$ cat src/rtl/lhs_pkg.sv
`default_nettype none

package lhs_pkg;

    // Histogram geometry
    localparam int HIST_BINS = 64;
    localparam int BIN_W     = (HIST_BINS > 1) ? $clog2(HIST_BINS) : 1;
    localparam logic [BIN_W-1:0] BIN_LAST = BIN_W'(HIST_BINS - 1);

    // Command queue between front and back
    localparam int QUEUE_DEPTH = 2;

    // Field widths
    localparam int TIME_W  = 16;
    localparam int CNT_W   = 32;
    localparam int SUM_W   = 64;
    localparam int OP_W    = 2;
    localparam int CFG_IDX_W = 8;

    // Statistic reset values
    localparam logic [TIME_W-1:0] STAT_ALL_ONES  = 16'hFFFF;
    localparam logic [TIME_W-1:0] DEADLINE_RESET = 16'd18;
    localparam logic [TIME_W-1:0] HOLD_RESET     = 16'd0;

    // Register indexes
    localparam logic [CFG_IDX_W-1:0] CFG_DEADLINE   = 8'd0;
    localparam logic [CFG_IDX_W-1:0] CFG_HOLD_FLOOR = 8'd1;

    // Opcodes carried on s_tuser
    typedef enum logic [OP_W-1:0] {
        OP_RECORD = 2'd0,
        OP_START  = 2'd1,
        OP_REPORT = 2'd2
    } lhs_op_t;

    // Work kinds held in the queue
    typedef enum logic [1:0] {
        KIND_RECORD = 2'd0,
        KIND_START  = 2'd1,
        KIND_REPORT = 2'd2
    } lhs_kind_t;

    // Input beat payload, last field in the lowest bits
    typedef struct packed {
        logic              overcapture;
        logic [TIME_W-1:0] done_time;
        logic [TIME_W-1:0] edge_time;
    } lhs_in_t;

    localparam int IN_W      = $bits(lhs_in_t);
    localparam int S_TDATA_W = ((IN_W + 7) / 8) * 8;

    // Classified command passed from front to back
    typedef struct packed {
        lhs_kind_t         kind;
        logic [TIME_W-1:0] edge_time;
        logic [TIME_W-1:0] latency;
        logic [BIN_W-1:0]  bin;
        logic              miss;
        logic              hold;
        logic              overcapture;
    } lhs_entry_t;

    // Result beat payload, last field in the lowest bits
    typedef struct packed {
        logic [TIME_W-1:0] period_longest;
        logic [TIME_W-1:0] period_shortest;
        logic [TIME_W-1:0] latency_jitter;
        logic [SUM_W-1:0]  latency_sum;
        logic [TIME_W-1:0] latency_best;
        logic [TIME_W-1:0] latency_worst;
        logic [CNT_W-1:0]  overrun_count;
        logic [CNT_W-1:0]  hold_viol_cnt;
        logic [CNT_W-1:0]  deadline_miss_cnt;
        logic [CNT_W-1:0]  samples_run;
        logic [CNT_W-1:0]  bin_count;
    } lhs_result_t;

    localparam int RES_W     = $bits(lhs_result_t);
    localparam int M_TDATA_W = ((RES_W + 7) / 8) * 8;

endpackage

`default_nettype wire

$ cat src/rtl/lhs_front.sv
`default_nettype none

module lhs_front (
    input  wire logic                            aclk,
    input  wire logic                            aresetn,
    input  wire logic                            s_tvalid,
    output logic                                 s_tready,
    input  wire logic [lhs_pkg::S_TDATA_W-1:0]   s_tdata,
    input  wire logic [lhs_pkg::OP_W-1:0]        s_tuser,
    input  wire logic                            cfg_valid,
    output logic                                 cfg_ready,
    input  wire logic [lhs_pkg::CFG_IDX_W-1:0]   cfg_index,
    input  wire logic [lhs_pkg::TIME_W-1:0]      cfg_data,
    output logic                                 q_push,
    output lhs_pkg::lhs_entry_t                  q_entry,
    input  wire logic                            q_full
);
    import lhs_pkg::*;

    logic [TIME_W-1:0] deadline_reg;
    logic [TIME_W-1:0] deadline_next;
    logic [TIME_W-1:0] hold_floor_reg;
    logic [TIME_W-1:0] hold_floor_next;

    lhs_in_t           in_beat;
    logic [TIME_W-1:0] lat;
    logic              keep;

    // Register writes, unknown indexes dropped
    assign cfg_ready = 1'b1;

    always_comb begin
        deadline_next   = deadline_reg;
        hold_floor_next = hold_floor_reg;
        if (cfg_valid) begin
            if (cfg_index == CFG_DEADLINE) begin
                deadline_next = cfg_data;
            end else if (cfg_index == CFG_HOLD_FLOOR) begin
                hold_floor_next = cfg_data;
            end
        end
    end

    always_ff @(posedge aclk) begin
        if (!aresetn) begin
            deadline_reg   <= DEADLINE_RESET;
            hold_floor_reg <= HOLD_RESET;
        end else begin
            deadline_reg   <= deadline_next;
            hold_floor_reg <= hold_floor_next;
        end
    end

    // Classify the beat: latency, bin and threshold flags
    assign in_beat  = s_tdata[IN_W-1:0];
    assign lat      = in_beat.done_time - in_beat.edge_time;
    assign s_tready = !q_full;

    always_comb begin
        keep                = 1'b1;
        q_entry.kind        = KIND_RECORD;
        q_entry.edge_time   = in_beat.edge_time;
        q_entry.latency     = lat;
        q_entry.bin         = (lat < TIME_W'(HIST_BINS)) ? lat[BIN_W-1:0] : BIN_LAST;
        q_entry.miss        = (lat > deadline_reg);
        q_entry.hold        = (lat < hold_floor_reg);
        q_entry.overcapture = in_beat.overcapture;
        case (s_tuser)
            OP_RECORD: q_entry.kind = KIND_RECORD;
            OP_START:  q_entry.kind = KIND_START;
            OP_REPORT: q_entry.kind = KIND_REPORT;
            default:   keep = 1'b0;
        endcase
    end

    // Unused opcode beats are taken and dropped
    assign q_push = s_tvalid && s_tready && keep;

endmodule

`default_nettype wire

$ cat src/rtl/lhs_queue.sv
`default_nettype none

module lhs_queue (
    input  wire logic                 aclk,
    input  wire logic                 aresetn,
    input  wire logic                 push,
    input  wire lhs_pkg::lhs_entry_t  push_entry,
    output logic                      full,
    input  wire logic                 pop,
    output lhs_pkg::lhs_entry_t       head,
    output logic                      empty
);
    import lhs_pkg::*;

    localparam int QPTR_W = (QUEUE_DEPTH > 1) ? $clog2(QUEUE_DEPTH) : 1;
    localparam int QCNT_W = $clog2(QUEUE_DEPTH + 1);

    lhs_entry_t        slot_reg [QUEUE_DEPTH];
    logic [QPTR_W-1:0] wr_ptr_reg;
    logic [QPTR_W-1:0] wr_ptr_next;
    logic [QPTR_W-1:0] rd_ptr_reg;
    logic [QPTR_W-1:0] rd_ptr_next;
    logic [QCNT_W-1:0] count_reg;
    logic [QCNT_W-1:0] count_next;
    logic              do_push;
    logic              do_pop;

    assign full    = (count_reg == QCNT_W'(QUEUE_DEPTH));
    assign empty   = (count_reg == '0);
    assign head    = slot_reg[rd_ptr_reg];
    assign do_push = push && !full;
    assign do_pop  = pop && !empty;

    // Pointer and fill bookkeeping
    always_comb begin
        wr_ptr_next = wr_ptr_reg;
        rd_ptr_next = rd_ptr_reg;
        count_next  = count_reg;
        if (do_push) begin
            wr_ptr_next = (wr_ptr_reg == QPTR_W'(QUEUE_DEPTH - 1)) ? '0 : wr_ptr_reg + 1'b1;
        end
        if (do_pop) begin
            rd_ptr_next = (rd_ptr_reg == QPTR_W'(QUEUE_DEPTH - 1)) ? '0 : rd_ptr_reg + 1'b1;
        end
        if (do_push && !do_pop) begin
            count_next = count_reg + 1'b1;
        end else if (do_pop && !do_push) begin
            count_next = count_reg - 1'b1;
        end
    end

    always_ff @(posedge aclk) begin
        if (!aresetn) begin
            wr_ptr_reg <= '0;
            rd_ptr_reg <= '0;
            count_reg  <= '0;
        end else begin
            wr_ptr_reg <= wr_ptr_next;
            rd_ptr_reg <= rd_ptr_next;
            count_reg  <= count_next;
        end
    end

    // Entry storage
    always_ff @(posedge aclk) begin
        if (do_push) begin
            slot_reg[wr_ptr_reg] <= push_entry;
        end
    end

endmodule

`default_nettype wire

$ cat src/rtl/lhs_back.sv
`default_nettype none

module lhs_back (
    input  wire logic                 aclk,
    input  wire logic                 aresetn,
    input  wire logic                 q_empty,
    input  wire lhs_pkg::lhs_entry_t  q_head,
    output logic                      q_pop,
    output logic                      m_tvalid,
    input  wire logic                 m_tready,
    output lhs_pkg::lhs_result_t      m_result,
    output logic                      m_tlast
);
    import lhs_pkg::*;

    typedef enum logic [3:0] {
        S_IDLE    = 4'b0001,
        S_REC_WR  = 4'b0010,
        S_REP_RD  = 4'b0100,
        S_REP_OUT = 4'b1000
    } lhs_state_t;

    lhs_state_t state_reg, state_next;

    // Running statistics
    logic [TIME_W-1:0]    prev_edge_reg, prev_edge_next;
    logic [CNT_W-1:0]     event_cnt_reg, event_cnt_next;
    logic [CNT_W-1:0]     miss_cnt_reg, miss_cnt_next;
    logic [CNT_W-1:0]     hold_cnt_reg, hold_cnt_next;
    logic [CNT_W-1:0]     over_cnt_reg, over_cnt_next;
    logic [TIME_W-1:0]    worst_reg, worst_next;
    logic [TIME_W-1:0]    best_reg, best_next;
    logic [SUM_W-1:0]     sum_reg, sum_next;
    logic [TIME_W-1:0]    pmin_reg, pmin_next;
    logic [TIME_W-1:0]    pmax_reg, pmax_next;

    // Histogram memory, one valid bit per bin stands in for a clear
    logic [CNT_W-1:0]     hist_mem [HIST_BINS];
    logic [HIST_BINS-1:0] hist_vld_reg, hist_vld_next;
    logic [CNT_W-1:0]     rd_data_reg;
    logic                 rd_vld_reg;
    logic [BIN_W-1:0]     rd_addr;
    logic                 hist_we;
    logic [CNT_W-1:0]     hist_wdata;
    logic [CNT_W-1:0]     rd_count;

    // Bin pointer: write address for a record, walk counter for a report
    logic [BIN_W-1:0]     bin_reg, bin_next;

    // Output register
    logic                 m_tvalid_reg, m_tvalid_next;
    lhs_result_t          m_result_reg;
    logic                 m_tlast_reg;
    logic                 out_free;
    logic                 out_load;
    logic [TIME_W-1:0]    per;

    assign rd_count   = rd_vld_reg ? rd_data_reg : '0;
    assign hist_wdata = rd_count + 1'b1;
    assign out_free   = !m_tvalid_reg || m_tready;
    assign per        = q_head.edge_time - prev_edge_reg;

    // Sequencer
    always_comb begin
        state_next     = state_reg;
        prev_edge_next = prev_edge_reg;
        event_cnt_next = event_cnt_reg;
        miss_cnt_next  = miss_cnt_reg;
        hold_cnt_next  = hold_cnt_reg;
        over_cnt_next  = over_cnt_reg;
        worst_next     = worst_reg;
        best_next      = best_reg;
        sum_next       = sum_reg;
        pmin_next      = pmin_reg;
        pmax_next      = pmax_reg;
        hist_vld_next  = hist_vld_reg;
        bin_next       = bin_reg;
        rd_addr        = bin_reg;
        hist_we        = 1'b0;
        q_pop          = 1'b0;
        out_load       = 1'b0;
        case (state_reg)
            S_IDLE: begin
                rd_addr = q_head.bin;
                if (!q_empty) begin
                    q_pop = 1'b1;
                    case (q_head.kind)
                        KIND_RECORD: begin
                            prev_edge_next = q_head.edge_time;
                            event_cnt_next = event_cnt_reg + 1'b1;
                            if (q_head.overcapture) begin
                                over_cnt_next = over_cnt_reg + 1'b1;
                            end
                            if (q_head.miss) begin
                                miss_cnt_next = miss_cnt_reg + 1'b1;
                            end
                            if (q_head.hold) begin
                                hold_cnt_next = hold_cnt_reg + 1'b1;
                            end
                            if (q_head.latency > worst_reg) begin
                                worst_next = q_head.latency;
                            end
                            if (q_head.latency < best_reg) begin
                                best_next = q_head.latency;
                            end
                            sum_next = sum_reg + SUM_W'(q_head.latency);
                            if (per < pmin_reg) begin
                                pmin_next = per;
                            end
                            if (per > pmax_reg) begin
                                pmax_next = per;
                            end
                            bin_next   = q_head.bin;
                            state_next = S_REC_WR;
                        end
                        KIND_START: begin
                            prev_edge_next = q_head.edge_time;
                            event_cnt_next = '0;
                            miss_cnt_next  = '0;
                            hold_cnt_next  = '0;
                            over_cnt_next  = '0;
                            worst_next     = '0;
                            best_next      = STAT_ALL_ONES;
                            sum_next       = '0;
                            pmin_next      = STAT_ALL_ONES;
                            pmax_next      = '0;
                            hist_vld_next  = '0;
                        end
                        KIND_REPORT: begin
                            bin_next   = '0;
                            state_next = S_REP_RD;
                        end
                        default: ;
                    endcase
                end
            end
            S_REC_WR: begin
                // increment the bin read in the previous cycle
                hist_we                = 1'b1;
                hist_vld_next[bin_reg] = 1'b1;
                state_next             = S_IDLE;
            end
            S_REP_RD: begin
                state_next = S_REP_OUT;
            end
            S_REP_OUT: begin
                if (out_free) begin
                    out_load = 1'b1;
                    if (bin_reg == BIN_LAST) begin
                        state_next = S_IDLE;
                    end else begin
                        bin_next   = bin_reg + 1'b1;
                        state_next = S_REP_RD;
                    end
                end
            end
            default: state_next = S_IDLE;
        endcase
    end

    assign m_tvalid_next = out_load || (m_tvalid_reg && !m_tready);

    always_ff @(posedge aclk) begin
        if (!aresetn) begin
            state_reg     <= S_IDLE;
            prev_edge_reg <= '0;
            event_cnt_reg <= '0;
            miss_cnt_reg  <= '0;
            hold_cnt_reg  <= '0;
            over_cnt_reg  <= '0;
            worst_reg     <= '0;
            best_reg      <= STAT_ALL_ONES;
            sum_reg       <= '0;
            pmin_reg      <= STAT_ALL_ONES;
            pmax_reg      <= '0;
            hist_vld_reg  <= '0;
            bin_reg       <= '0;
            m_tvalid_reg  <= 1'b0;
        end else begin
            state_reg     <= state_next;
            prev_edge_reg <= prev_edge_next;
            event_cnt_reg <= event_cnt_next;
            miss_cnt_reg  <= miss_cnt_next;
            hold_cnt_reg  <= hold_cnt_next;
            over_cnt_reg  <= over_cnt_next;
            worst_reg     <= worst_next;
            best_reg      <= best_next;
            sum_reg       <= sum_next;
            pmin_reg      <= pmin_next;
            pmax_reg      <= pmax_next;
            hist_vld_reg  <= hist_vld_next;
            bin_reg       <= bin_next;
            m_tvalid_reg  <= m_tvalid_next;
        end
    end

    // Histogram memory: one write port, one registered read port
    always_ff @(posedge aclk) begin
        if (hist_we) begin
            hist_mem[bin_reg] <= hist_wdata;
        end
        rd_data_reg <= hist_mem[rd_addr];
        rd_vld_reg  <= hist_vld_reg[rd_addr];
    end

    // Result beat payload
    always_ff @(posedge aclk) begin
        if (out_load) begin
            m_result_reg.bin_count         <= rd_count;
            m_result_reg.samples_run       <= event_cnt_reg;
            m_result_reg.deadline_miss_cnt <= miss_cnt_reg;
            m_result_reg.hold_viol_cnt     <= hold_cnt_reg;
            m_result_reg.overrun_count     <= over_cnt_reg;
            m_result_reg.latency_worst     <= worst_reg;
            m_result_reg.latency_best      <= best_reg;
            m_result_reg.latency_sum       <= sum_reg;
            m_result_reg.latency_jitter    <= worst_reg - best_reg;
            m_result_reg.period_shortest   <= pmin_reg;
            m_result_reg.period_longest    <= pmax_reg;
            m_tlast_reg                    <= (bin_reg == BIN_LAST);
        end
    end

    assign m_tvalid = m_tvalid_reg;
    assign m_result = m_result_reg;
    assign m_tlast  = m_tlast_reg;

endmodule

`default_nettype wire

$ cat src/rtl/latency_histogram_stats.sv
// Bus-timing statistics unit. Each input beat carries an opcode on s_tuser (record,
// start, report) and the edge time, done time and overcapture flag on s_tdata. The
// front end takes a beat in any cycle in which its two-entry command queue has room,
// works out latency, histogram bin and the deadline and hold-floor flags, and queues
// the command. The back end retires one command at a time: a record reads its bin and
// then writes it back (the histogram memory has one read and one write port), a start
// clears the statistics, and a report reads and sends each bin in turn, waiting while
// the result side stalls, with one beat per bin, tlast on the top bin. Every beat
// carries all the totals. A start clears the histogram through per-bin valid bits, so
// there is no clearing pass after reset or start. Registers 0 (deadline) and 1 (hold
// floor) are written over the cfg channel, which is always ready; write them only
// while the unit is idle.
`default_nettype none

module latency_histogram_stats (
    input  wire logic                           aclk,
    input  wire logic                           aresetn,
    // s_tdata: edge_time[15:0], done_time[31:16], overcapture[32], zero pad
    input  wire logic                           s_tvalid,
    output logic                                s_tready,
    input  wire logic [lhs_pkg::S_TDATA_W-1:0]  s_tdata,
    // s_tuser: opcode[1:0]
    input  wire logic [lhs_pkg::OP_W-1:0]       s_tuser,
    // m_tdata: bin_count, samples_run, deadline_miss_cnt, hold_viol_cnt,
    // overrun_count (32 bit each), latency_worst, latency_best (16 bit each),
    // latency_sum (64 bit), latency_jitter, period_shortest, period_longest (16 bit each)
    output logic                                m_tvalid,
    input  wire logic                           m_tready,
    output logic [lhs_pkg::M_TDATA_W-1:0]       m_tdata,
    output logic                                m_tlast,
    input  wire logic                           cfg_valid,
    output logic                                cfg_ready,
    input  wire logic [lhs_pkg::CFG_IDX_W-1:0]  cfg_index,
    input  wire logic [lhs_pkg::TIME_W-1:0]     cfg_data
);
    import lhs_pkg::*;

    logic        q_push;
    logic        q_full;
    logic        q_pop;
    logic        q_empty;
    lhs_entry_t  q_entry;
    lhs_entry_t  q_head;
    lhs_result_t m_result;

    lhs_front u_front (
        .aclk      (aclk),
        .aresetn   (aresetn),
        .s_tvalid  (s_tvalid),
        .s_tready  (s_tready),
        .s_tdata   (s_tdata),
        .s_tuser   (s_tuser),
        .cfg_valid (cfg_valid),
        .cfg_ready (cfg_ready),
        .cfg_index (cfg_index),
        .cfg_data  (cfg_data),
        .q_push    (q_push),
        .q_entry   (q_entry),
        .q_full    (q_full)
    );

    lhs_queue u_queue (
        .aclk       (aclk),
        .aresetn    (aresetn),
        .push       (q_push),
        .push_entry (q_entry),
        .full       (q_full),
        .pop        (q_pop),
        .head       (q_head),
        .empty      (q_empty)
    );

    lhs_back u_back (
        .aclk     (aclk),
        .aresetn  (aresetn),
        .q_empty  (q_empty),
        .q_head   (q_head),
        .q_pop    (q_pop),
        .m_tvalid (m_tvalid),
        .m_tready (m_tready),
        .m_result (m_result),
        .m_tlast  (m_tlast)
    );

    assign m_tdata = M_TDATA_W'(m_result);

endmodule

`default_nettype wire

$ cat config.mk
export PLATFORM = sky130hd
export DESIGN_NAME = latency_histogram_stats
export DESIGN_NICKNAME = d
export VERILOG_FILES = /design/src/rtl/lhs_pkg.sv /design/src/rtl/lhs_front.sv /design/src/rtl/lhs_queue.sv /design/src/rtl/lhs_back.sv /design/src/rtl/latency_histogram_stats.sv
export SDC_FILE = /design/constraint.sdc
export NUM_CORES = 2
export LEC_CHECK = 0
export BUFFER_PORTS_ARGS = -buffer_cell sky130_fd_sc_hd__clkbuf_2
export CAP_MARGIN = 20
export CORE_AREA = 2 2 459 461
export CTS_BUF_LIST = sky130_fd_sc_hd__clkbuf_4 sky130_fd_sc_hd__clkbuf_8
export CTS_CLUSTER_SIZE = 10
export DETAILED_ROUTE_END_ITERATION = 7
export DIE_AREA = 0 0 461 463
export GPL_ROUTABILITY_DRIVEN = 0
export PLACE_DENSITY = 0.76
export SYNTH_ARGS = -nofsm -noshare
export SYNTH_HDL_FRONTEND = slang
export SYNTH_SLANG_ARGS = --single-unit
$ cat constraint.sdc
create_clock -name aclk -period 14.5 [get_ports aclk]
set_clock_uncertainty 0.05 [all_clocks]
set_input_delay 1.45 -clock aclk [delete_from_list [all_inputs] [get_ports aclk]]
set_output_delay 1.45 -clock aclk [all_outputs]
set_load 0.02 [all_outputs]
==> metrics.txt <==
#FFs+latches synth=between 2k and 3k; FFs w/ async S/R, synth=0%; top cells by count, synth=2439 x edfxtp_1, 832 x nand2_1, 436 x a21oi_1, 433 x nor2_1, 417 x dfxtp_1; fin crit share=between 40% and 50%; Worst Path Arrival=around 7.0 ns; Synth area leaders=edfxtp_1 64%, dfxtp_1 7.3%, mux4_2 4.7%; Die Area=about 210000 um2; global route overflow=0; final WL=a little over 300000 um; vias in the first global route=69.7k; hold path cells=0; met2 Use GR=45.2%; setup TNS=0 ns; most used cell, CP=buf_4; CTS Buffer Depth=4; Top delay family on crit path=buffers and inverters; EDFF count, synth=2439; post-layout min period=roughly 6.0 ns; cell row count=approximately 170; Reg area=81600 um2; largest net degree at the start of global routing=roughly 220; setup slack, reg-to-reg=between 8 and 9 ns; antenna-violating nets left=0; worst skew pair latency=1.16 ns; initial core utilization=54.8%; CP Capture Type=flip-flop; PortBufs=370; Post-Syn Instances=7663; final-report max-slew violation count=0; total number of vias=just over 70k; met3 usage=under 10%; die height=~460 um; Layout area overhead=13.7%; YS warnings=0; global-route wire length before repair=447000 um; hold-fix buffers at CTS=0; syn avg cell area=14.9 um2; Max stage delay on crit path=0.77 ns; GRT busiest layer=met2; Slew @ Worst Pin=between 1 and 1.5 ns; Min Hold Slack=about 0.38 ns; leakage power=~45 nW; CP max stage cell=buf_4; fill count=around 15k; layout cells sized above 1=about a fifth; clk root buf=clkbuf_8; top cell type's share of synthesized area=~64%; Die X=between 400 and 500 um; Pre-Repair DR Iteration Count=8; TritonCTS clock tree=yes; post-synth cell types=86; # resized after CTS=0; Most used DFF post-synth=edfxtp_1; Synth area leader=edfxtp_1; area of the multi-input gates=approximately 31000 um2; R2R depth=12; met1 usage=between 30% and 40%; initial drt markers=9733; Setup crit start kind=flip-flop; most frequent cell after synthesis=edfxtp_1; gr usage total=between 20% and 30%; status=finished, final reports clean; routed vias/inst=about 6.2; Min-Delay Path Class=flip-flop to flip-flop; critical-path cell list=buf_4 -> mux2_2 -> mux2i_4 -> buf_4 -> buf_4 -> buf_12 -> mux2i_1 -> o221ai_1 -> a21oi_1 -> nor3_1 -> o21ai_0 -> o31ai_1; Largest register FFs=roughly 2k; boundary pin count=379; Final setup viols=0; synthesized cell area=114000 um2; count of final hold-check violations=0; number of CTS-inserted buffers=between 400 and 500; DRC errors left=0; Seq/Total Area, Yosys=between 70 and 80%; kind of critical path=flip-flop to flip-flop; initial antenna violation count=12; buffer count from post-CTS setup fixing=0; H-tree depth=5; syn_nets=slightly below 8k; cell area power density=217 nW/um2; Max FO, Critical Path=around 110; Worst R2R End=u_back.rd_data_reg[17]; Hold Path Sink=u_back.m_result[287]; hold wc startpoint=u_back.pmin_reg[15]; max cap viols=0; VDD IR max=0.358 mV; Crit path required time=about 15 ns; WP buf/inv=4; Wirelength per Cell=roughly 27 um; RSZ-0062 raised after global routing=false; Detail Placement HPWL=approximately 180000 um; CTS sink count=about 2.9k; Achievable Freq=about 170 MHz; fin nets=8526; Core Area=around 210000 um2; Reg clk slew, reported paths=~0.060 ns; relative slew slack=a little over 8%
how the worst max path moves through the flow:
stage / cells after the start / end / startpoint
after floorplan: 2 / u_back.m_result[0] / m_tready
after global placement: 12 / u_back.rd_data_reg[30] / flip-flop
after detailed placement: 12 / u_back.rd_data_reg[30] / flip-flop
after CTS: 12 / u_back.rd_data_reg[30] / flip-flop
after global routing: 10 / u_back.rd_data_reg[18] / flip-flop
final: 12 / u_back.rd_data_reg[17] / flip-flop
metal layers:
metal	part of all wire, %	vias to the layer above
li1	-	30600
met1	36	35300
met2	47	4637
met3	12	833
met4	5.6	8
met5	0.018	-
cell type report:
type / count / area share, %
Antenna cell: 12 / 0.0231
Clock buffer: 627 / 6.02
Tap cell: 2805 / 2.70
Inverter: 172 / 0.497
Timing Repair Buffer: 573 / 2.85
Clock inverter: 175 / 0.936
Multi-Input combinational cell: 4243 / 24.2
Sequential cell: 2856 / 62.8
power by group:
group	internal, mW	switching, mW	total (mW)
combinational	3.72	7.76	11.5
clock	3.76	3.06	6.83
sequential	9.71	0.203	9.91
total	17.2	11.0	28.2
stage by stage:
stage               total power [mW]  util (%)  setup WS (ns)  std cells  cell area, um2
floorplan                       17.1         -           4.52       7663          114000
global placement                20.9      57.8           8.53      10600          121000
detailed placement              21.2      57.8           8.48      10600          121000
CTS                             28.0      62.2           8.49      11400          130000
global route                    29.2      62.3           8.23      11500          130000
finish                          28.2      62.3           8.46      11500          130000
cell usage in the layout (no fill, tap or decap), drive strengths merged, types with 20 or more instances in the layout:
cell	instances
nor2b	66
a21boi	28
ha	161
clkinv	152
dfxtp	417
o211ai	21
a21oi	437
xnor2	102
mux2	44
o21ai	165
nor2	435
and2	73
clkbuf	1000
nor3	130
buf	200
mux4	237
a31oi	55
xor2	108
a21o	27
and4	20
o21a	22
a211oi	31
nand3	245
or3	46
nand4	54
edfxtp	2439
o221ai	153
o22ai	43
a2111oi	24
nand2	832
inv	173
and3	76
mux2i	395
cells by family (layout without fill, tap and decap cells):
logic type               after synthesis  after routing  synth area share [%]
AO/OA/AOI/OAI                       1138           1138                  6.40
XOR/XNOR                             210            210                  1.61
adder cells (fa/ha/maj)              165            165                  1.83
buffers and inverters                564           1547                  1.98
flip-flops                          2856           2856                  71.4
multiplexers                         676            676                  8.57
other                                  1             13               0.00328
AND/OR/NAND/NOR                     2053           2053                  8.20
(Power assumes the default switching activity.)
